## src/rtl/tilt_angle_kalman_fusion_assert.svh

```systemverilog
// Assertion macros for the tilt fusion block.
`ifndef TILT_ANGLE_KALMAN_FUSION_ASSERT_SVH
`define TILT_ANGLE_KALMAN_FUSION_ASSERT_SVH
`ifndef SYNTHESIS
`define TAK_ASSERT(lbl, clk, rst, ante, cons) \
   lbl: assert property (@(posedge clk) disable iff (rst) (ante) |-> (cons)) \
      else $error("tak assertion failed");
`define TAK_ASSERT_NEXT(lbl, clk, rst, ante, cons) \
   lbl: assert property (@(posedge clk) disable iff (rst) (ante) |=> (cons)) \
      else $error("tak assertion failed");
`else
`define TAK_ASSERT(lbl, clk, rst, ante, cons)
`define TAK_ASSERT_NEXT(lbl, clk, rst, ante, cons)
`endif
`endif

```

## src/rtl/tak_pkg.sv

```systemverilog
package tak_pkg;

   localparam logic signed [31:0] Q_ONE       = 32'sd65536;
   localparam logic signed [32:0] ANGLE_LIMIT = 33'sd11796480;
   localparam logic signed [32:0] RATE_LIMIT  = 33'sd131072000;

   localparam logic [23:0] ANGLE_NOISE_RST   = 24'd16777;
   localparam logic [23:0] BIAS_NOISE_RST    = 24'd50332;
   localparam logic [23:0] MEASURE_NOISE_RST = 24'd8388608;
   localparam logic [23:0] SAMPLE_PERIOD_RST = 24'd83886;

   localparam logic [7:0] CSR_ANGLE_NOISE   = 8'd0;
   localparam logic [7:0] CSR_BIAS_NOISE    = 8'd1;
   localparam logic [7:0] CSR_MEASURE_NOISE = 8'd2;
   localparam logic [7:0] CSR_SAMPLE_PERIOD = 8'd3;

   typedef struct packed {
      logic [23:0] angle_noise;
      logic [23:0] bias_noise;
      logic [23:0] measure_noise;
      logic [23:0] sample_period;
   } cfg_type;

   typedef struct packed {
      logic signed [31:0] ang;
      logic signed [31:0] bia;
      logic signed [31:0] p00;
      logic signed [31:0] p01;
      logic signed [31:0] p10;
      logic signed [31:0] p11;
   } state_type;

   localparam state_type STATE_RESET = '{ang: 32'sd0, bia: 32'sd0, p00: Q_ONE,
                                         p01: 32'sd0, p10: 32'sd0, p11: Q_ONE};

   typedef struct packed {
      logic               start;
      logic signed [55:0] num;
      logic signed [40:0] den;
   } div_req_type;

   typedef struct packed {
      logic               done;
      logic signed [31:0] quot;
   } div_rsp_type;

   typedef struct packed {
      logic               valid;
      logic [1:0]         axis;
      logic signed [24:0] angle;
      logic signed [27:0] rate;
   } res_type;

   typedef enum logic [3:0] {
      OP_PRED_ANG   = 4'd0,
      OP_NOISE_ANG  = 4'd1,
      OP_PRED_P00   = 4'd2,
      OP_PRED_CROSS = 4'd3,
      OP_PRED_P11   = 4'd4,
      OP_CORR_P10   = 4'd5,
      OP_CORR_P11   = 4'd6,
      OP_CORR_P01   = 4'd7,
      OP_CORR_P00   = 4'd8,
      OP_CORR_BIAS  = 4'd9,
      OP_CORR_ANG   = 4'd10
   } op_type;

   // round to nearest, halves away from zero
   function automatic logic signed [66:0] rnd_shift(input logic signed [65:0] v,
                                                     input logic [5:0] sh);
      logic signed [66:0] ext;
      logic signed [66:0] half;
      logic signed [66:0] corr;
      logic signed [66:0] t;
      ext  = 67'(v);
      half = 67'sd1 <<< (sh - 6'd1);
      corr = v[65] ? 67'sd1 : 67'sd0;
      t    = ext + half - corr;
      return t >>> sh;
   endfunction

   function automatic logic signed [31:0] sat32(input logic signed [67:0] v);
      logic signed [31:0] r;
      if (v > 68'sd2147483647) begin
         r = 32'sh7FFFFFFF;
      end else if (v < -68'sd2147483648) begin
         r = 32'sh80000000;
      end else begin
         r = v[31:0];
      end
      return r;
   endfunction

endpackage

```

## src/rtl/tak_state_mem.sv

```systemverilog
module tak_state_mem #(
   parameter int DEPTH = 3,
   parameter int AW    = 2
) (
   input  logic                 clock,
   input  logic                 reset,
   input  logic                 rd_en,
   input  logic [AW-1:0]        rd_addr,
   input  logic                 wr_en,
   input  logic [AW-1:0]        wr_addr,
   input  tak_pkg::state_type   wr_data,
   output tak_pkg::state_type   rd_data
);
   import tak_pkg::*;

   state_type            mem_ff [DEPTH];
   logic [DEPTH-1:0]     valid_ff;
   state_type            rd_q_ff;
   logic                 rd_valid_ff;

   always_ff @(posedge clock) begin
      if (wr_en) begin
         mem_ff[wr_addr] <= wr_data;
      end
      if (rd_en) begin
         rd_q_ff <= mem_ff[rd_addr];
      end
   end

   always_ff @(posedge clock) begin
      if (reset) begin
         valid_ff    <= '0;
         rd_valid_ff <= 1'b0;
      end else begin
         if (wr_en) begin
            valid_ff[wr_addr] <= 1'b1;
         end
         if (rd_en) begin
            rd_valid_ff <= valid_ff[rd_addr];
         end
      end
   end

   // an entry never written reads as the reset state
   assign rd_data = rd_valid_ff ? rd_q_ff : STATE_RESET;

endmodule

```

## config.mk

```make
export PLATFORM = sky130hd
export DESIGN_NAME = tak_state_mem
export DESIGN_NICKNAME = d
export VERILOG_FILES = /design/src/rtl/tilt_angle_kalman_fusion_assert.svh /design/src/rtl/tak_pkg.sv /design/src/rtl/tak_state_mem.sv
export SDC_FILE = /design/constraint.sdc
export NUM_CORES = 1
export LEC_CHECK = 0
export ABC_AREA = 1
export BUFFER_PORTS_ARGS = -buffer_cell sky130_fd_sc_hd__buf_2
export CAP_MARGIN = 20
export CORE_MARGIN = 4
export CORE_UTILIZATION = 43
export CTS_CLUSTER_SIZE = 24
export DETAILED_ROUTE_END_ITERATION = 6
export GPL_TIMING_DRIVEN = 0
export SLEW_MARGIN = 25
export SYNTH_ARGS = -nofsm -noshare
export SYNTH_HDL_FRONTEND = slang
export SYNTH_SLANG_ARGS = --single-unit
```

## constraint.sdc

```tcl
create_clock -name clock -period 5.15 [get_ports clock]
set_input_delay 0.515 -clock clock [delete_from_list [all_inputs] [get_ports clock]]
set_output_delay 0.515 -clock clock [all_outputs]
set_load 0.02 [all_outputs]
```

==> run summary <==
post-synth top area cell: edfxtp_1
crit-path leading delay family: buffers and inverters
share of the synthesized area in the top cell type: 79.9%
maximum vdd drop: 278 uV
final hold vios: 0
crit-path max cell delay: 0.43 ns
worst slew pin tran: 0.702 ns
GR Layer Usage met2: 34.1%
Final nets: 2736
worst reg2reg setup slack: 4.12 ns
post-synthesis sequential area ratio: 80.2%
vias in the first global route: 18144
number of cells on the critical path: 5
antenna viol nets, final: 0
Synth Area in Adders: 0%
CTS tree: built
fmax: 0.377 GHz
initial antenna violation count: 17
post-synth cell types: 16
Synth Cell Area: 28900 um2
count of hold-fix buffers inserted at cts: 0
critical path's slowest cell: buf_2
Slew HR: 53.2%
leakage power: 14.3 nW
CTS max path bufs: 3
Data arrival, critical path: 2.13 ns
GPL Wtd Cong: 0.789
via count: 17481
Hold Slack: 0.0931 ns
pre-CTS setup slack: 2.83 ns
Chip Width: 267 um
cell mode on critical path: buf_2
Final HPWL DP: 45100 um
Post-Syn Area per Cell: 14.0 um2
crit path from: rd_valid_ff
DRC viols: 0
Final period util: 51.4%
simple logic cell fraction of the synthesized area: 7.62%
minimum clock period: 2.65 ns
syn nets: 2255
total wire length: 71600 um
number of buffers added for setup after CTS: 0
clk_lat worst skew: 0.62 ns
Critical R2R Capture: rd_valid_ff
met1 usage: 24.9%
1st-iter DRT viols: 1160
post-route cell area: 34700 um2
post_cts resized: 0
fraction of layout cells with a size suffix above 1: 23.7%
Bufs and invs on worst path: 4
HP Class: input port to register
I/O pins: 392
WP data required: 4.64 ns
# port buffers: 389
area grow syn2layout: 20.4%
dpl cell area: 32200 um2
Fin Setup TNS: 0 ns
Crit Path Max Fanout: 11
clock-pin slew on the worst setup and hold paths: 0.06 ns
final core occ: 52.5%
final worst-path setup slack: 2.50 ns
Critical Path End Type: output port
full die area: 71300 um2
worst setup path end: rd_data[111]
multiplexer share of the synthesized area: 0%
RSZ-0062 raised after global routing: no
critical path type: register to output port
Slew Limit Fails: 0
Worst R2R Start: rd_valid_ff
pwr dens: 400 nW/um2
Synth Area in Compound Gates: 6.76%
max_cap viols: 0
Synth area leaders: edfxtp_1 80%, a21oi_1 6.7%, nand2_1 5.0%
Core Area: 66100 um2
CTS Sinks: 772
TritonCTS buffer count: 81
largest family of logic cells by synthesized area: simple AND/OR/NAND/NOR gates
Yosys reg bits: 772
placement row count: 94
reg2reg path depth: 3
crit-path cells: buf_2, buf_2, nand2_1, inv_1, buf_2
status: complete, no violations
largest net degree at the start of global routing: 78
first-pass GRT wire length: 106000 um
Synth Area in XOR/XNOR: 0%
synth warn: 0
grt met3 use: 4.11%
routed len/inst: 20.6 um
vias per cell: 5.03
gr usage total: 19.6%
post-synthesis cell count: 2055
clock skew: 0.0245 ns
Setup crit start kind: register
H-tree level count: 3
Initial Util: 43.7%
Final setup viols: 0
Die Y: 267 um
GRT busiest layer: met2
grt ovf: 0
drt first pass iters: 5
CTS root buf: clkbuf_16
-- final cells by class --
| cell class | count | area, um2 |
|---|---|---|
| inverter | 203 | 787 |
| clock inverter | 43 | 379 |
| sequential | 772 | 23100 |
| buffer | 107 | 802 |
| clock buffer | 103 | 2150 |
| timing repair buffer | 398 | 2200 |
| fill | 5618 | 31400 |
| tap | 864 | 1080 |
| antenna | 14 | 35.0 |
| multi-input combinational | 973 | 4150 |
-- synth_stat cells, drive strengths merged --
| master | n |
|---|---|
| a21oi | 387 |
| buf | 103 |
| clkbuf | 4 |
| dfxtp | 4 |
| edfxtp | 768 |
| inv | 203 |
| nand2 | 387 |
| nand3 | 5 |
| nor2 | 192 |
| o21a | 1 |
| o21ai | 1 |
-- metrics by stage --
| step | power (mW) | instances |
|---|---|---|
| 2_1_floorplan | 8.00 | 2055 |
| 3_3_place_gp | 8.43 | 3308 |
| 3_5_place_dp | 8.44 | 3317 |
| 4_1_cts | 14.0 | 3463 |
| 5_1_grt | 14.4 | 3470 |
| 6_report | 13.9 | 3477 |
-- flip-flops by register name, indices dropped and copies added, names as in the netlist --
signal and cells:
mem_ff 576, rd_valid_ff 1, valid_ff 3, rd_q_ff 192
-- worst register-to-register path: cells and delay by family, from the launching register on --
family	cells	cell delay (ns)
DFF	1	0.35
AOI/OAI and AO/OA	2	0.28
buffers and inverters	1	0.34
-- worst min path at each step --
stage	cells after the start	to	startpoint	slack [ns]
after floorplan	2	valid_ff[0]	valid_ff[0]	0.43
after global placement	1	valid_ff[2]	valid_ff[2]	0.45
after detailed placement	2	valid_ff[0]	valid_ff[0]	0.45
after CTS	1	mem_ff[0][126]	wr_data[126]	0.05
after global routing	1	mem_ff[2][151]	wr_data[151]	0.07
final	2	valid_ff[0]	reset	0.09
-- report_power, final --
group	leakage, nW	internal [mW]	switching (mW)
registers	7.18	7.30	0.0890
clock network	1.23	3.22	2.37
logic	5.87	0.283	0.619
total	14.3	10.8	3.07
-- placed cells by master, fill, tap and decap left out --
cell,count
edfxtp_1,768
buf_2,432
a21oi_1,387
nand2_1,387
inv_1,198
nor2_1,192
clkbuf_16,83
buf_6,31
buf_4,27
clkbuf_1,24
clkinv_1,16
diode_2,14
clkinv_2,12
buf_16,9
nand3_1,5
bufinv_16,5
clkinvlp_4,4
dfxtp_1,4
inv_8,3
inv_6,3
buf_8,2
clkinv_8,2
inv_4,1
inv_2,1
o21a_1,1
o21ai_0,1
inv_16,1
-- layer usage --
layer  share of wire [%]  routed length [um]
met1                  41               29400
met2                  51               36500
met3                 5.8                4150
met4                 2.2                1550
met5               0.089                  64
-- logic make-up (layout without fill, tap and decap cells) --
kind of cell | after synthesis | in the layout
other | 0 | 14
AND/OR/NAND/NOR | 584 | 584
flip-flops | 772 | 772
buffers and inverters | 310 | 854
AO/OA/AOI/OAI | 389 | 389
No activity file was read; power rests on OpenSTA's default activity.
