**config.mk**
```make
export PLATFORM = sky130hd
export DESIGN_NAME = tak_divider
export DESIGN_NICKNAME = d
export VERILOG_FILES = /design/src/rtl/tilt_angle_kalman_fusion_assert.svh /design/src/rtl/tak_pkg.sv /design/src/rtl/tak_divider.sv
export SDC_FILE = /design/constraint.sdc
export NUM_CORES = 1
export LEC_CHECK = 0
export ABC_AREA = 1
export ABC_CLOCK_PERIOD_IN_PS = 6790
export BUFFER_PORTS_ARGS = -buffer_cell sky130_fd_sc_hd__buf_2
export CAP_MARGIN = 20
export CORE_MARGIN = 2
export CORE_UTILIZATION = 46
export DETAILED_ROUTE_END_ITERATION = 8
export PLACE_DENSITY = 0.64
export SETUP_SLACK_MARGIN = 0.2
export SLEW_MARGIN = 20
export SYNTH_ARGS = -nofsm -noshare
export SYNTH_HDL_FRONTEND = slang
export SYNTH_SLANG_ARGS = --single-unit
export TNS_END_PERCENT = 1
```
**constraint.sdc**
```tcl
create_clock -name clock -period 6.79 [get_ports clock]
set_input_delay 0.3395 -clock clock [delete_from_list [all_inputs] [get_ports clock]]
set_output_delay 0.3395 -clock clock [all_outputs]
set_load 0.1 [all_outputs]
```
**src/rtl/tilt_angle_kalman_fusion_assert.svh**
```systemverilog
// Assertion macros for the tilt fusion block.
`ifndef TILT_ANGLE_KALMAN_FUSION_ASSERT_SVH
`define TILT_ANGLE_KALMAN_FUSION_ASSERT_SVH
`ifndef SYNTHESIS
`define TAK_ASSERT(lbl, clk, rst, ante, cons) \
   lbl: assert property (@(posedge clk) disable iff (rst) (ante) |-> (cons)) \
      else $error("tak assertion failed");
`define TAK_ASSERT_NEXT(lbl, clk, rst, ante, cons) \
   lbl: assert property (@(posedge clk) disable iff (rst) (ante) |=> (cons)) \
      else $error("tak assertion failed");
`else
`define TAK_ASSERT(lbl, clk, rst, ante, cons)
`define TAK_ASSERT_NEXT(lbl, clk, rst, ante, cons)
`endif
`endif

```
**src/rtl/tak_pkg.sv**
```systemverilog
package tak_pkg;

   localparam logic signed [31:0] Q_ONE       = 32'sd65536;
   localparam logic signed [32:0] ANGLE_LIMIT = 33'sd11796480;
   localparam logic signed [32:0] RATE_LIMIT  = 33'sd131072000;

   localparam logic [23:0] ANGLE_NOISE_RST   = 24'd16777;
   localparam logic [23:0] BIAS_NOISE_RST    = 24'd50332;
   localparam logic [23:0] MEASURE_NOISE_RST = 24'd8388608;
   localparam logic [23:0] SAMPLE_PERIOD_RST = 24'd83886;

   localparam logic [7:0] CSR_ANGLE_NOISE   = 8'd0;
   localparam logic [7:0] CSR_BIAS_NOISE    = 8'd1;
   localparam logic [7:0] CSR_MEASURE_NOISE = 8'd2;
   localparam logic [7:0] CSR_SAMPLE_PERIOD = 8'd3;

   typedef struct packed {
      logic [23:0] angle_noise;
      logic [23:0] bias_noise;
      logic [23:0] measure_noise;
      logic [23:0] sample_period;
   } cfg_type;

   typedef struct packed {
      logic signed [31:0] ang;
      logic signed [31:0] bia;
      logic signed [31:0] p00;
      logic signed [31:0] p01;
      logic signed [31:0] p10;
      logic signed [31:0] p11;
   } state_type;

   localparam state_type STATE_RESET = '{ang: 32'sd0, bia: 32'sd0, p00: Q_ONE,
                                         p01: 32'sd0, p10: 32'sd0, p11: Q_ONE};

   typedef struct packed {
      logic               start;
      logic signed [55:0] num;
      logic signed [40:0] den;
   } div_req_type;

   typedef struct packed {
      logic               done;
      logic signed [31:0] quot;
   } div_rsp_type;

   typedef struct packed {
      logic               valid;
      logic [1:0]         axis;
      logic signed [24:0] angle;
      logic signed [27:0] rate;
   } res_type;

   typedef enum logic [3:0] {
      OP_PRED_ANG   = 4'd0,
      OP_NOISE_ANG  = 4'd1,
      OP_PRED_P00   = 4'd2,
      OP_PRED_CROSS = 4'd3,
      OP_PRED_P11   = 4'd4,
      OP_CORR_P10   = 4'd5,
      OP_CORR_P11   = 4'd6,
      OP_CORR_P01   = 4'd7,
      OP_CORR_P00   = 4'd8,
      OP_CORR_BIAS  = 4'd9,
      OP_CORR_ANG   = 4'd10
   } op_type;

   // round to nearest, halves away from zero
   function automatic logic signed [66:0] rnd_shift(input logic signed [65:0] v,
                                                     input logic [5:0] sh);
      logic signed [66:0] ext;
      logic signed [66:0] half;
      logic signed [66:0] corr;
      logic signed [66:0] t;
      ext  = 67'(v);
      half = 67'sd1 <<< (sh - 6'd1);
      corr = v[65] ? 67'sd1 : 67'sd0;
      t    = ext + half - corr;
      return t >>> sh;
   endfunction

   function automatic logic signed [31:0] sat32(input logic signed [67:0] v);
      logic signed [31:0] r;
      if (v > 68'sd2147483647) begin
         r = 32'sh7FFFFFFF;
      end else if (v < -68'sd2147483648) begin
         r = 32'sh80000000;
      end else begin
         r = v[31:0];
      end
      return r;
   endfunction

endpackage

```
**src/rtl/tak_divider.sv**
```systemverilog
module tak_divider (
   input  logic                  clock,
   input  logic                  reset,
   input  tak_pkg::div_req_type  req,
   output tak_pkg::div_rsp_type  rsp
);
   import tak_pkg::*;

   logic [55:0]        num_mag;
   logic [40:0]        den_mag;
   logic               ovf;
   logic               busy_ff;
   logic [4:0]         cnt_ff;
   logic [40:0]        rem_ff;
   logic [31:0]        low_ff;
   logic [31:0]        quo_ff;
   logic [40:0]        den_ff;
   logic               neg_ff;
   logic               done_ff;
   logic signed [31:0] result_ff;
   logic [40:0]        trial;
   logic               qbit;
   logic [40:0]        rem_in;
   logic [31:0]        quo_in;
   logic signed [31:0] final_q;

   assign num_mag = req.num[55] ? (~req.num + 56'd1) : req.num;
   assign den_mag = req.den[40] ? (~req.den + 41'd1) : req.den;
   assign ovf     = {17'd0, num_mag[55:32]} >= den_mag;

   assign trial  = {rem_ff[39:0], low_ff[31]};
   assign qbit   = trial >= den_ff;
   assign rem_in = qbit ? (trial - den_ff) : trial;
   assign quo_in = {quo_ff[30:0], qbit};

   always_comb begin
      if (neg_ff) begin
         final_q = (quo_in > 32'h80000000) ? 32'sh80000000 : $signed(32'd0 - quo_in);
      end else begin
         final_q = quo_in[31] ? 32'sh7FFFFFFF : $signed(quo_in);
      end
   end

   always_ff @(posedge clock) begin
      if (reset) begin
         busy_ff <= 1'b0;
         done_ff <= 1'b0;
      end else begin
         done_ff <= 1'b0;
         if (req.start) begin
            if (den_mag == 41'd0) begin
               result_ff <= 32'sd0;
               done_ff   <= 1'b1;
            end else if (ovf) begin
               result_ff <= (req.num[55] ^ req.den[40]) ? 32'sh80000000 : 32'sh7FFFFFFF;
               done_ff   <= 1'b1;
            end else begin
               busy_ff <= 1'b1;
               cnt_ff  <= 5'd0;
               rem_ff  <= {17'd0, num_mag[55:32]};
               low_ff  <= num_mag[31:0];
               quo_ff  <= 32'd0;
               den_ff  <= den_mag;
               neg_ff  <= req.num[55] ^ req.den[40];
            end
         end else if (busy_ff) begin
            rem_ff <= rem_in;
            low_ff <= {low_ff[30:0], 1'b0};
            quo_ff <= quo_in;
            cnt_ff <= cnt_ff + 5'd1;
            if (cnt_ff == 5'd31) begin
               busy_ff   <= 1'b0;
               done_ff   <= 1'b1;
               result_ff <= final_q;
            end
         end
      end
   end

   assign rsp.done = done_ff;
   assign rsp.quot = result_ff;

endmodule

```
==> parameters.txt <==
Parameter                              Value

Critical path
  Sort of element at the start of the critical path ... register
  Origin of the critical flop-to-flop path ... rem_ff[3]$_DFFE_PP_
  Cell repeated most along the worst path ... sky130_fd_sc_hd__nand2_1
  Max Fanout on Critical Path ... 17
  Setup CP Type ... register to register
  Kind of end point of the critical path ... register
  Family of cells with the greatest summed delay on the critical path ... simple AND/OR/NAND/NOR gates
  WP buf/inv ... 2
  Source of the critical timing path ... rem_ff[3]$_DFFE_PP_
  Total stage count of the critical path ... 21
  Crit-path max cell delay ... 570 ps
  Termination of the worst setup path ... result_ff[13]$_DFFE_PP_
  WP data arrival ... around 5200 ps
  Worst path cell trace ... ha_1 -> a21oi_1 -> nand2_1 -> nand2_1 -> nand3_1 -> nand2_1 -> nand3_2 -> nand2_2 -> nand2_2 -> inv_2 -> ha_1 -> nand4_1 -> nor2_1 -> nand2_1 -> o21ai_1 -> nand2_1 -> inv_1 -> nand2_1 -> o21ai_0 -> nand2_1 -> nand2_1
  CP Data Required Time ... 7090 ps
  Worst R2R Setup Slack ... 1900 ps
  Worst r2r dst ... result_ff[13]$_DFFE_PP_
  Slowest stage cell, crit path ... sky130_fd_sc_hd__inv_1
  Worst Reg-to-Reg Cells ... 21

Timing
  Worst Max-Slew Pin Slew ... between 1000 and 1500 ps
  Unrepaired setup endpoints after global routing ... false
  Final slew viol count ... 0
  Layout Skew ... ~15 ps
  Final worst-path cycle share ... between 70% and 80%
  Hold Worst Slack ... between 150 and 200 ps
  Maximum clock rate ... 205 MHz
  Aggregate negative setup slack ... 0 ps
  Worst rel slew slack ... 33.0%
  Period minus WS final ... slightly below 5000 ps
  Count of endpoints failing setup in the final report ... 0
  Count of endpoints failing hold in the final timing report ... 0

CTS
  Post-CTS sizing ... 0
  Clock Tree Root ... sky130_fd_sc_hd__clkbuf_16
  H-tree levels ... 4
  Number of buffers created by CTS ... 17
  Clock tree sinks ... 184
  Clock transition at the registers of the reported paths ... around 80 ps
  TritonCTS clock tree ... built
  Maximum clock insertion buffer count ... 2
  Later-pin clock latency in the skew report ... approximately 460 ps
  Hold-fix buffers at CTS ... 0
  Post-CTS Setup Inserts ... 0

Global routing
  Total routing resource utilization after global routing ... between 20% and 30%
  Largest net degree at the start of global routing ... 81
  Global route hottest layer ... met2
  Met3 capacity usage during global routing ... 3.62%
  First-pass GRT wire length ... approximately 69000 um
  Met1 Resource Use GR ... around 39%
  Overall overflow remaining after global route ... 0
  Met2 global-route usage ... slightly below 40%
  Vias in the first global route ... about 13000
  Initial antenna violation count ... 1

Detailed routing
  Drc violations ... 0
  Detailed-route via count ... around 14000
  Vias/cell ... between 5 and 6
  Number of design-rule violations left by the first detailed-router iteration ... around 1200
  Post-route ant nets ... 0
  TritonRoute pass-1 iters ... 6
  Total Wirelength ... 43600 um
  Routed wire length per instance ... approximately 16 um

Place
  Final weighted congestion of routability-driven global placement ... between 0.9 and 1
  Number of placed cells counting well taps ... ~2600
  Placed cell areas ... about 16000 um^2
  Count of port buffers added during placement ... around 130
  DP HPWL ... 34800 um

Finish
  Ratio of cells with drive above 1 in the final layout ... between 10% and 20%
  Final net count ... between 2000 and 2500
  Most common cell after layout, fill and taps aside ... sky130_fd_sc_hd__nand2_1
  Fillcell total ... 3263
  Fin area ... about 17000 um^2
  Layout overhead on the synthesized area ... 10.8%
  Most used cells in the layout excluding fill and tap cells ... sky130_fd_sc_hd__nand2_1, sky130_fd_sc_hd__nor2_1, sky130_fd_sc_hd__inv_1
  Number of standard cells in the final layout excluding fillers ... approximately 2700

Pwr
  Post-route total power ... about 3.3 mW
  Reported leakage power ... 7.44 nW
  Pwr per Cell Area ... just over 200 nW/um^2
  Maximum ir drop on the vdd rail ... ~0.19 mV

Status
  Run status ... completed

Die
  Core ar. ... roughly 32000 um^2
  Width of the die ... around 180 um
  Row count ... 66
  Height of the chip ... 184 um
  Number of top-level pins ... between 100 and 150
  Area enclosed by the die boundary ... 34000 um^2
  Initial core utilization ... 46.4%

Hold path
  Worst Hold Path Cells ... 1
  Worst hold path type ... input pin to register

Synth
  Synth warnings ... 0
  Count of flip-flops with a built-in enable after synthesis ... 182
  Seq/Total Area, Yosys ... ~37%
  Number of distinct library cell variants in the gate-level netlist after synthesis ... 48
  Mean instance size in the synthesized netlist ... roughly 7 um^2
  Post-synthesis instance area ... 15000 um^2
  Dominant register cell in the synthesized netlist ... sky130_fd_sc_hd__edfxtp_1
  Synth Instances ... ~2100
  Fraction of registers with async set or reset after synthesis ... 0%
  Number of storage elements in the synthesis netlist ... 184
  Net count of the mapped netlist ... ~2300

Job
  Max-capacitance violation count ... 0
-- synth_stat cells (3+ instances only) --
| library cell | number | area, um^2 |
|---|---|---|
| sky130_fd_sc_hd__nor2_2 | 12 | 75.1 |
| sky130_fd_sc_hd__a31oi_1 | 15 | 93.8 |
| sky130_fd_sc_hd__nand4_1 | 41 | 257 |
| sky130_fd_sc_hd__a21o_1 | 5 | 37.5 |
| sky130_fd_sc_hd__clkbuf_1 | 35 | 131 |
| sky130_fd_sc_hd__o21a_1 | 6 | 45.0 |
| sky130_fd_sc_hd__nor2_1 | 289 | 1080 |
| sky130_fd_sc_hd__edfxtp_1 | 182 | 5470 |
| sky130_fd_sc_hd__inv_2 | 4 | 15.0 |
| sky130_fd_sc_hd__nor2_4 | 3 | 33.8 |
| sky130_fd_sc_hd__o21bai_1 | 7 | 52.6 |
| sky130_fd_sc_hd__a21oi_1 | 89 | 445 |
| sky130_fd_sc_hd__buf_6 | 3 | 33.8 |
| sky130_fd_sc_hd__nor3_2 | 3 | 30.0 |
| sky130_fd_sc_hd__or2_2 | 5 | 31.3 |
| sky130_fd_sc_hd__o21ai_0 | 180 | 901 |
| sky130_fd_sc_hd__nand2_2 | 12 | 75.1 |
| sky130_fd_sc_hd__ha_1 | 70 | 876 |
| sky130_fd_sc_hd__xor2_1 | 63 | 552 |
| sky130_fd_sc_hd__nand3_1 | 133 | 666 |
| sky130_fd_sc_hd__o211ai_1 | 8 | 60.1 |
| sky130_fd_sc_hd__o21ai_2 | 3 | 26.3 |
| sky130_fd_sc_hd__xnor2_1 | 27 | 236 |
| sky130_fd_sc_hd__inv_1 | 273 | 1020 |
| sky130_fd_sc_hd__nor3_1 | 27 | 135 |
| sky130_fd_sc_hd__nor4_1 | 16 | 100 |
| sky130_fd_sc_hd__buf_1 | 3 | 11.3 |
| sky130_fd_sc_hd__o21ai_1 | 9 | 45.0 |
| sky130_fd_sc_hd__buf_2 | 9 | 45.0 |
| sky130_fd_sc_hd__nand3b_1 | 13 | 97.6 |
| sky130_fd_sc_hd__nand2_1 | 531 | 1990 |
| sky130_fd_sc_hd__buf_4 | 5 | 37.5 |
| sky130_fd_sc_hd__o221ai_1 | 4 | 35.0 |
-- state kept, by name (all words and copies together), names as in the netlist --
| register | flops |
|---|---|
| den_ff | 41 |
| rem_ff | 40 |
| low_ff | 32 |
| result_ff | 32 |
| quo_ff | 31 |
| cnt_ff | 5 |
| busy_ff | 1 |
| done_ff | 1 |
| neg_ff | 1 |
-- kinds of logic after synthesis --
logic type                 after synthesis  synth area share [%]
adders and majority gates               71                  5.98
AOI/OAI and AO/OA                      335                  12.1
and+or+nand+nor                       1093                  31.2
buffers and inverters                  333                  8.69
DFF                                    184                  36.7
xor gates and xnor gates                90                  5.26
-- worst reg2reg max path: stages, from the launching register on --
cell	delay [ps]
sky130_fd_sc_hd__edfxtp_1	420
sky130_fd_sc_hd__ha_1	390
sky130_fd_sc_hd__a21oi_1	250
sky130_fd_sc_hd__nand2_1	90
sky130_fd_sc_hd__nand2_1	60
sky130_fd_sc_hd__nand3_1	200
sky130_fd_sc_hd__nand2_1	150
sky130_fd_sc_hd__nand3_2	190
sky130_fd_sc_hd__nand2_2	230
sky130_fd_sc_hd__nand2_2	80
sky130_fd_sc_hd__inv_2	290
sky130_fd_sc_hd__ha_1	300
sky130_fd_sc_hd__nand4_1	150
sky130_fd_sc_hd__nor2_1	270
sky130_fd_sc_hd__nand2_1	100
sky130_fd_sc_hd__o21ai_1	170
sky130_fd_sc_hd__nand2_1	420
sky130_fd_sc_hd__inv_1	580
sky130_fd_sc_hd__nand2_1	100
sky130_fd_sc_hd__o21ai_0	160
sky130_fd_sc_hd__nand2_1	70
sky130_fd_sc_hd__nand2_1	90
-- worst min path at each step --
stage	from	endpoint	slack [ps]
2_1_floorplan	req[0]	den_ff[0]$_DFFE_PP_	440
3_3_place_gp	busy_ff$_SDFFE_PP0P_	busy_ff$_SDFFE_PP0P_	460
3_5_place_dp	busy_ff$_SDFFE_PP0P_	busy_ff$_SDFFE_PP0P_	460
4_1_cts	req[0]	den_ff[0]$_DFFE_PP_	130
5_1_grt	req[0]	den_ff[0]$_DFFE_PP_	130
6_report	req[0]	den_ff[0]$_DFFE_PP_	170
-- through the flow --
stage / setup slack [ps] / util, %
after CTS: 1980 / 51.4
after global routing: 1450 / 51.4
after detailed placement: 1690 / 49.6
after floorplan: 1390 / -
final: 1900 / 51.4
after global placement: 1820 / 49.6
-- per-layer routing --
| metal | wire [um] | vias up | part of all wire [%] |
|---|---|---|---|
| li1 | - | 7202 | - |
| met1 | 21200 | 6475 | 49 |
| met2 | 19000 | 478 | 43 |
| met3 | 2640 | 50 | 6.1 |
| met4 | 762 | 0 | 1.7 |
| met5 | 0 | - | 0 |
-- cell type report --
type                       instances  area (um^2)  area share, %
multi-input combinational       1589         8180           49.3
clock buffer                      17          425           2.56
antenna                            1         2.50         0.0151
tap                              442          553           3.33
inverter                         278         1050           6.30
timing repair buffer             141          728           4.39
clock inverter                    15          153          0.920
sequential                       184         5510           33.2
-- power breakdown --
| group | switching [mW] | leakage, nW | internal [mW] | total (mW) |
|---|---|---|---|---|
| combinational | 0.632 | 5.41 | 0.306 | 0.938 |
| sequential | 0.0439 | 1.75 | 1.35 | 1.40 |
| clock | 0.484 | 0.283 | 0.520 | 1.00 |
| total | 1.16 | 7.44 | 2.18 | 3.34 |
No activity file was read; power rests on OpenSTA's default activity.
