$ cat src/rtl/tilt_angle_kalman_fusion_assert.svh
// Assertion macros for the tilt fusion block.
`ifndef TILT_ANGLE_KALMAN_FUSION_ASSERT_SVH
`define TILT_ANGLE_KALMAN_FUSION_ASSERT_SVH
`ifndef SYNTHESIS
`define TAK_ASSERT(lbl, clk, rst, ante, cons) \
   lbl: assert property (@(posedge clk) disable iff (rst) (ante) |-> (cons)) \
      else $error("tak assertion failed");
`define TAK_ASSERT_NEXT(lbl, clk, rst, ante, cons) \
   lbl: assert property (@(posedge clk) disable iff (rst) (ante) |=> (cons)) \
      else $error("tak assertion failed");
`else
`define TAK_ASSERT(lbl, clk, rst, ante, cons)
`define TAK_ASSERT_NEXT(lbl, clk, rst, ante, cons)
`endif
`endif

$ cat src/rtl/tak_pkg.sv
package tak_pkg;

   localparam logic signed [31:0] Q_ONE       = 32'sd65536;
   localparam logic signed [32:0] ANGLE_LIMIT = 33'sd11796480;
   localparam logic signed [32:0] RATE_LIMIT  = 33'sd131072000;

   localparam logic [23:0] ANGLE_NOISE_RST   = 24'd16777;
   localparam logic [23:0] BIAS_NOISE_RST    = 24'd50332;
   localparam logic [23:0] MEASURE_NOISE_RST = 24'd8388608;
   localparam logic [23:0] SAMPLE_PERIOD_RST = 24'd83886;

   localparam logic [7:0] CSR_ANGLE_NOISE   = 8'd0;
   localparam logic [7:0] CSR_BIAS_NOISE    = 8'd1;
   localparam logic [7:0] CSR_MEASURE_NOISE = 8'd2;
   localparam logic [7:0] CSR_SAMPLE_PERIOD = 8'd3;

   typedef struct packed {
      logic [23:0] angle_noise;
      logic [23:0] bias_noise;
      logic [23:0] measure_noise;
      logic [23:0] sample_period;
   } cfg_type;

   typedef struct packed {
      logic signed [31:0] ang;
      logic signed [31:0] bia;
      logic signed [31:0] p00;
      logic signed [31:0] p01;
      logic signed [31:0] p10;
      logic signed [31:0] p11;
   } state_type;

   localparam state_type STATE_RESET = '{ang: 32'sd0, bia: 32'sd0, p00: Q_ONE,
                                         p01: 32'sd0, p10: 32'sd0, p11: Q_ONE};

   typedef struct packed {
      logic               start;
      logic signed [55:0] num;
      logic signed [40:0] den;
   } div_req_type;

   typedef struct packed {
      logic               done;
      logic signed [31:0] quot;
   } div_rsp_type;

   typedef struct packed {
      logic               valid;
      logic [1:0]         axis;
      logic signed [24:0] angle;
      logic signed [27:0] rate;
   } res_type;

   typedef enum logic [3:0] {
      OP_PRED_ANG   = 4'd0,
      OP_NOISE_ANG  = 4'd1,
      OP_PRED_P00   = 4'd2,
      OP_PRED_CROSS = 4'd3,
      OP_PRED_P11   = 4'd4,
      OP_CORR_P10   = 4'd5,
      OP_CORR_P11   = 4'd6,
      OP_CORR_P01   = 4'd7,
      OP_CORR_P00   = 4'd8,
      OP_CORR_BIAS  = 4'd9,
      OP_CORR_ANG   = 4'd10
   } op_type;

   // round to nearest, halves away from zero
   function automatic logic signed [66:0] rnd_shift(input logic signed [65:0] v,
                                                     input logic [5:0] sh);
      logic signed [66:0] ext;
      logic signed [66:0] half;
      logic signed [66:0] corr;
      logic signed [66:0] t;
      ext  = 67'(v);
      half = 67'sd1 <<< (sh - 6'd1);
      corr = v[65] ? 67'sd1 : 67'sd0;
      t    = ext + half - corr;
      return t >>> sh;
   endfunction

   function automatic logic signed [31:0] sat32(input logic signed [67:0] v);
      logic signed [31:0] r;
      if (v > 68'sd2147483647) begin
         r = 32'sh7FFFFFFF;
      end else if (v < -68'sd2147483648) begin
         r = 32'sh80000000;
      end else begin
         r = v[31:0];
      end
      return r;
   endfunction

endpackage

$ cat src/rtl/tak_engine.sv
module tak_engine #(
   parameter int NUM_AXES = 3,
   parameter int AW       = 2
) (
   input  logic                   clock,
   input  logic                   reset,
   input  logic                   start,
   input  logic [1:0]             in_axis,
   input  logic signed [24:0]     in_accel,
   input  logic signed [27:0]     in_gyro,
   input  tak_pkg::cfg_type       cfg,
   input  logic                   slot_free,
   output logic                   idle,
   output tak_pkg::res_type       res,
   output logic                   rd_en,
   output logic [AW-1:0]          rd_addr,
   output logic                   wr_en,
   output logic [AW-1:0]          wr_addr,
   output tak_pkg::state_type     wr_data,
   input  tak_pkg::state_type     rd_data,
   output tak_pkg::div_req_type   div_req,
   input  tak_pkg::div_rsp_type   div_rsp
);
   import tak_pkg::*;

   typedef enum logic [6:0] {
      ST_IDLE = 7'b0000001,
      ST_LOAD = 7'b0000010,
      ST_MUL  = 7'b0000100,
      ST_ACC  = 7'b0001000,
      ST_DIV  = 7'b0010000,
      ST_DIVW = 7'b0100000,
      ST_DONE = 7'b1000000
   } st_type;

   st_type             st_ff, st_in;
   op_type             op_ff;
   logic               sel_ff;
   logic [1:0]         axis_ff;
   logic signed [24:0] accel_ff;
   logic signed [27:0] gyro_ff;
   logic signed [31:0] ang_ff, bia_ff, p00_ff, p01_ff, p10_ff, p11_ff;
   logic signed [39:0] acc_ff;
   logic signed [31:0] k0_ff, k1_ff;
   logic signed [65:0] prod_ff;

   logic               axis_ok;
   logic signed [32:0] mul_a, mul_b;
   logic signed [32:0] dt_s;
   logic signed [31:0] err;
   logic [5:0]         sh;
   logic signed [66:0] r;
   logic signed [67:0] base;
   logic               neg;
   logic signed [31:0] upd, upd2;
   logic signed [39:0] acc_in;
   logic signed [32:0] rate_raw;
   logic signed [40:0] e_val;

   assign axis_ok = {3'b0, in_axis} < 5'(NUM_AXES);
   assign idle    = st_ff == ST_IDLE;
   assign dt_s    = $signed({9'd0, cfg.sample_period});
   assign err     = sat32(68'(accel_ff) - 68'(ang_ff));

   always_comb begin
      mul_a = 33'(p00_ff);
      mul_b = dt_s;
      case (op_ff)
         OP_PRED_ANG:   mul_a = 33'(gyro_ff) - 33'(bia_ff);
         OP_NOISE_ANG:  mul_a = $signed({9'd0, cfg.angle_noise});
         OP_PRED_P00:   mul_a = 33'(p01_ff) + 33'(p10_ff);
         OP_PRED_CROSS: mul_a = 33'(p11_ff);
         OP_PRED_P11:   mul_a = $signed({9'd0, cfg.bias_noise});
         OP_CORR_P10:   begin mul_a = 33'(k1_ff); mul_b = 33'(p00_ff); end
         OP_CORR_P11:   begin mul_a = 33'(k1_ff); mul_b = 33'(p01_ff); end
         OP_CORR_P01:   begin mul_a = 33'(k0_ff); mul_b = 33'(p01_ff); end
         OP_CORR_P00:   begin mul_a = 33'(k0_ff); mul_b = 33'(p00_ff); end
         OP_CORR_BIAS:  begin mul_a = 33'(k1_ff); mul_b = 33'(err); end
         OP_CORR_ANG:   begin mul_a = 33'(k0_ff); mul_b = 33'(err); end
         default:       mul_a = 33'(p00_ff);
      endcase
   end

   always_comb begin
      base = 68'(ang_ff);
      neg  = 1'b0;
      sh   = 6'd16;
      case (op_ff)
         OP_PRED_ANG:   sh = 6'd24;
         OP_NOISE_ANG:  begin base = 68'(p00_ff); sh = 6'd32; end
         OP_PRED_P00:   begin base = 68'(acc_ff); neg = 1'b1; sh = 6'd24; end
         OP_PRED_CROSS: begin base = 68'(p01_ff); neg = 1'b1; sh = 6'd24; end
         OP_PRED_P11:   begin base = 68'(p11_ff); sh = 6'd32; end
         OP_CORR_P10:   begin base = 68'(p10_ff); neg = 1'b1; end
         OP_CORR_P11:   begin base = 68'(p11_ff); neg = 1'b1; end
         OP_CORR_P01:   begin base = 68'(p01_ff); neg = 1'b1; end
         OP_CORR_P00:   begin base = 68'(p00_ff); neg = 1'b1; end
         OP_CORR_BIAS:  base = 68'(bia_ff);
         OP_CORR_ANG:   base = 68'(ang_ff);
         default:       base = 68'(ang_ff);
      endcase
   end

   assign r      = rnd_shift(prod_ff, sh);
   assign upd    = sat32(neg ? (base - 68'(r)) : (base + 68'(r)));
   assign upd2   = sat32(68'(p10_ff) - 68'(r));
   assign acc_in = 40'(base + 68'(r));

   assign e_val = $signed({17'd0, cfg.measure_noise}) + (41'(p00_ff) <<< 8);

   assign div_req.start = st_ff == ST_DIV;
   assign div_req.num   = sel_ff ? $signed({p10_ff, 24'd0}) : $signed({p00_ff, 24'd0});
   assign div_req.den   = e_val;

   always_comb begin
      st_in = st_ff;
      case (st_ff)
         ST_IDLE: if (start && axis_ok) st_in = ST_LOAD;
         ST_LOAD: st_in = ST_MUL;
         ST_MUL:  st_in = ST_ACC;
         ST_ACC: begin
            if (op_ff == OP_PRED_P11) begin
               st_in = ST_DIV;
            end else if (op_ff == OP_CORR_ANG) begin
               st_in = ST_DONE;
            end else begin
               st_in = ST_MUL;
            end
         end
         ST_DIV:  st_in = ST_DIVW;
         ST_DIVW: if (div_rsp.done) st_in = sel_ff ? ST_MUL : ST_DIV;
         ST_DONE: if (slot_free) st_in = ST_IDLE;
         default: st_in = ST_IDLE;
      endcase
   end

   always_ff @(posedge clock) begin
      if (reset) begin
         st_ff <= ST_IDLE;
      end else begin
         st_ff <= st_in;
      end
   end

   always_ff @(posedge clock) begin
      case (st_ff)
         ST_IDLE: begin
            axis_ff  <= in_axis;
            accel_ff <= in_accel;
            gyro_ff  <= in_gyro;
         end
         ST_LOAD: begin
            ang_ff <= rd_data.ang;
            bia_ff <= rd_data.bia;
            p00_ff <= rd_data.p00;
            p01_ff <= rd_data.p01;
            p10_ff <= rd_data.p10;
            p11_ff <= rd_data.p11;
            op_ff  <= OP_PRED_ANG;
            sel_ff <= 1'b0;
         end
         ST_MUL: prod_ff <= mul_a * mul_b;
         ST_ACC: begin
            case (op_ff)
               OP_PRED_ANG:   ang_ff <= upd;
               OP_NOISE_ANG:  acc_ff <= acc_in;
               OP_PRED_P00:   p00_ff <= upd;
               OP_PRED_CROSS: begin p01_ff <= upd; p10_ff <= upd2; end
               OP_PRED_P11:   p11_ff <= upd;
               OP_CORR_P10:   p10_ff <= upd;
               OP_CORR_P11:   p11_ff <= upd;
               OP_CORR_P01:   p01_ff <= upd;
               OP_CORR_P00:   p00_ff <= upd;
               OP_CORR_BIAS:  bia_ff <= upd;
               OP_CORR_ANG:   ang_ff <= upd;
               default:       ang_ff <= ang_ff;
            endcase
            if (op_ff != OP_PRED_P11 && op_ff != OP_CORR_ANG) begin
               op_ff <= op_type'(op_ff + 4'd1);
            end
         end
         ST_DIVW: begin
            if (div_rsp.done) begin
               if (sel_ff) begin
                  k1_ff <= div_rsp.quot;
                  op_ff <= OP_CORR_P10;
               end else begin
                  k0_ff  <= div_rsp.quot;
                  sel_ff <= 1'b1;
               end
            end
         end
         default: prod_ff <= prod_ff;
      endcase
   end

   assign rd_en   = idle && start && axis_ok;
   assign rd_addr = AW'(in_axis);
   assign wr_en   = (st_ff == ST_DONE) && slot_free;
   assign wr_addr = AW'(axis_ff);
   assign wr_data = '{ang: ang_ff, bia: bia_ff, p00: p00_ff,
                      p01: p01_ff, p10: p10_ff, p11: p11_ff};

   assign rate_raw = 33'(gyro_ff) - 33'(bia_ff);

   always_comb begin
      res.valid = wr_en;
      res.axis  = axis_ff;
      if (33'(ang_ff) > ANGLE_LIMIT) begin
         res.angle = 25'(ANGLE_LIMIT);
      end else if (33'(ang_ff) < -ANGLE_LIMIT) begin
         res.angle = 25'(-ANGLE_LIMIT);
      end else begin
         res.angle = ang_ff[24:0];
      end
      if (rate_raw > RATE_LIMIT) begin
         res.rate = 28'(RATE_LIMIT);
      end else if (rate_raw < -RATE_LIMIT) begin
         res.rate = 28'(-RATE_LIMIT);
      end else begin
         res.rate = rate_raw[27:0];
      end
   end

endmodule

$ cat config.mk
export PLATFORM = sky130hd
export DESIGN_NAME = tak_engine
export DESIGN_NICKNAME = d
export VERILOG_FILES = /design/src/rtl/tilt_angle_kalman_fusion_assert.svh /design/src/rtl/tak_pkg.sv /design/src/rtl/tak_engine.sv
export SDC_FILE = /design/constraint.sdc
export NUM_CORES = 2
export LEC_CHECK = 0
export BUFFER_PORTS_ARGS = -buffer_cell sky130_fd_sc_hd__buf_2
export CAP_MARGIN = 20
export CORE_MARGIN = 2
export CORE_UTILIZATION = 30
export CTS_CLUSTER_SIZE = 14
export DETAILED_ROUTE_END_ITERATION = 12
export GPL_TIMING_DRIVEN = 0
export PLACE_DENSITY_LB_ADDON = 0.1
export SLEW_MARGIN = 15
export SYNTH_ARGS = -nofsm -noshare
export SYNTH_HDL_FRONTEND = slang
export SYNTH_SLANG_ARGS = --single-unit
$ cat constraint.sdc
create_clock -name clock -period 39.2 [get_ports clock]
set_input_delay 5.88 -clock clock [delete_from_list [all_inputs] [get_ports clock]]
set_output_delay 5.88 -clock clock [all_outputs]
set_load 0.005 [all_outputs]
==> results.tsv <==
metric	value	unit
io pins	733	
startpoint class of the critical path	primary input	
post-synth cell types	100	
crit path buf inv count	8	
Bufs on Longest Clock Path	3	
H-tree Lvls	2	
Placeable Area	0.274	sq mm
initial DRC count	10200	
main area contributors after synthesis	fa_1, edfxtp_1, ha_1, inv_1, nor2_1	
most frequent cells after synthesis	inv_1, fa_1, nor2_1	
Max Freq	50.1	MHz
chip width	529	microns
Crit Path Class	in2reg	
Final Max Tran Viols	0	
CTS Buf Count	57	
Post-synth EDFFs	422	
hold buffer count at cts	0	
Clock Pin Slew Worst Setup and Hold Paths	0.07	ns
failing checks	design-rule violations	
Tcrit/Tclk final	50.9	%
met3 GRT Util	8.00	%
Tightest Hold Check Type	reg2reg	
CTS tree	yes	
Clock Skew	0.0977	ns
CTS root buffer	clkbuf_16	
Avg WL per Cell	35.7	microns
first-pass GRT wire length	692	mm
largest net degree at the start of global routing	52	
clock sinks	429	
detailed-route wire length	515	mm
GR Layer Usage met1	47.7	%
Area Overhead vs Synth	14.5	%
Ys Warns	0	
FF+latch count, synth	429	
Detail Route Antenna Nets	0	
Yosys top cell area share	27.9	%
top-count cell post-synth	inv_1	
status	finished, violations left	
antenna violations before repair	93	
GRT busiest layer	met2	
Worst Max-Slew Pin Slew	1.34	ns
number of gates resized after CTS	0	
Initial Utilization	30.2	%
most numerous cell on the critical path	fa_1	
Top FF cell, synth	edfxtp_1	
slowest CP cell	clkbuf_1	
die area	0.280	sq mm
total gr overflow	0	
Die Y	529	microns
Setup WS post-layout	19.23	ns
grt met2 use	54.9	%
Worst EP required	39.59	ns
Final Wtd Congestion	1.05	
RSZ-0062 raised after global routing	no	
TNS Setup	0	ns
vias in the first global route	80600	
DR vias/cell	5.67	
kind of end point of the critical path	flip-flop	
dpl ws	18.68	ns
Post-CTS Setup Bufs	0	
slowest stage delay, CP	0.93	ns
Synth Instances	9768	
row count	192	
Worst slew margin	10.5	%
min Tclk post-route	19.97	ns
CP arrival	20.36	ns
placed wire-length estimate	441	mm
count of input and output buffers	700	
final hold violation count	0	
via count	81700	
Syn Std Cell Area	0.0828	sq mm
gr usage total	36.1	%
DRC viols	11	
final net count	12800	
share of layout cells above drive strength 1	11.1	%
Avg Cell Area, Syn	8.48	sq um
Max-cap violations	0	
DR pass1 iterations	13	
sequential share of the synthesized area	15.5	%
area leader, netlist	fa_1	
CP top delay family	compound AO/OA/AOI/OAI gates	
final setup fails	0	
crit-path max FO	10	
async set or reset register ratio after synthesis	0	%
worst skew pair latency	0.78	ns
## cell type report
type	count	area [sq um]
fillers	29100	179000
inverters	1449	5440
multi-input cells	7354	62800
plain buffers	559	2340
clock inverters	48	557
clock buffers	59	1430
flip-flops and latches	429	12800
repair buffers	789	4700
well taps	3686	4610
diodes	48	120
## path summary, 6_finish.rpt
check / startpoint / to / slack [ns] / cells past startpoint
worst max-delay path: cfg[57] / prod_ff[58] / 19.23 / 36
worst min-delay path: st_ff[0] / st_ff[1] / 0.67 / 2
worst max register to register: ang_ff[0] / prod_ff[58] / 20.84 / 47
worst min register to register: st_ff[0] / st_ff[1] / 0.67 / 2
## cells by family (layout without fill, tap and decap cells)
logic type	Yosys count	count (layout)	share of synthesized area, %
simple gates	3032	3032	16.4
buf+inv	2008	2904	9.39
xor+xnor	378	378	4.00
fa+ha+maj	1757	1757	37.0
compound gates	2110	2110	17.1
mux	53	53	0.695
flops	429	429	15.5
other cells	1	72	0.00453
## stage by stage
stage,cells,hold slack [ns],instance area (sq um),util [%]
3_3_place_gp,14200,0.576,91000,33.2
3_5_place_dp,14300,0.647,92600,33.8
6_report,14400,0.666,94800,34.6
2_1_floorplan,9791,0.501,82900,-
4_1_cts,14400,0.659,94600,34.5
5_1_grt,14400,0.712,94700,34.6
## placed cells by master, fill, tap and decap left out, types with 114 or more instances in the layout
master and count:
inv_1 1446, fa_1 1152, nor2_1 1074, nand2_1 1046, buf_2 740, a21oi_1 642, ha_1 604, clkbuf_1 446
edfxtp_1 422, o21ai_0 275, xnor2_1 261, a21o_1 213, nand3_1 164, o21a_1 114
## per-layer routing
metal	routed length (microns)	vias to the layer above	part of all wire [%]
met3	45000	986	8.7
met2	222000	4309	43
met4	33400	50	6.5
li1	-	34500	-
met5	357	-	0.069
met1	214000	41900	42
## state kept, by name, summed over array words and instances (netlist names), 25 cells and up
| signal | flops |
|---|---|
| prod_ff | 66 |
| acc_ff | 40 |
| ang_ff | 32 |
| bia_ff | 32 |
| k0_ff | 32 |
| k1_ff | 32 |
| p00_ff | 32 |
| p01_ff | 32 |
| p10_ff | 32 |
| p11_ff | 32 |
| gyro_ff | 28 |
| accel_ff | 25 |
## worst register-to-register path: cells and delay by family (launching register included)
kind	cells	cell delay, ns
xor+xnor	1	0.37
fa+ha+maj	11	5.19
flops	1	0.83
buf+inv	8	1.92
simple gates	8	2.26
compound gates	19	7.37
Power is not shown: default switching activity piles up to over one toggle a cycle in this logic, so the estimate is an artifact.
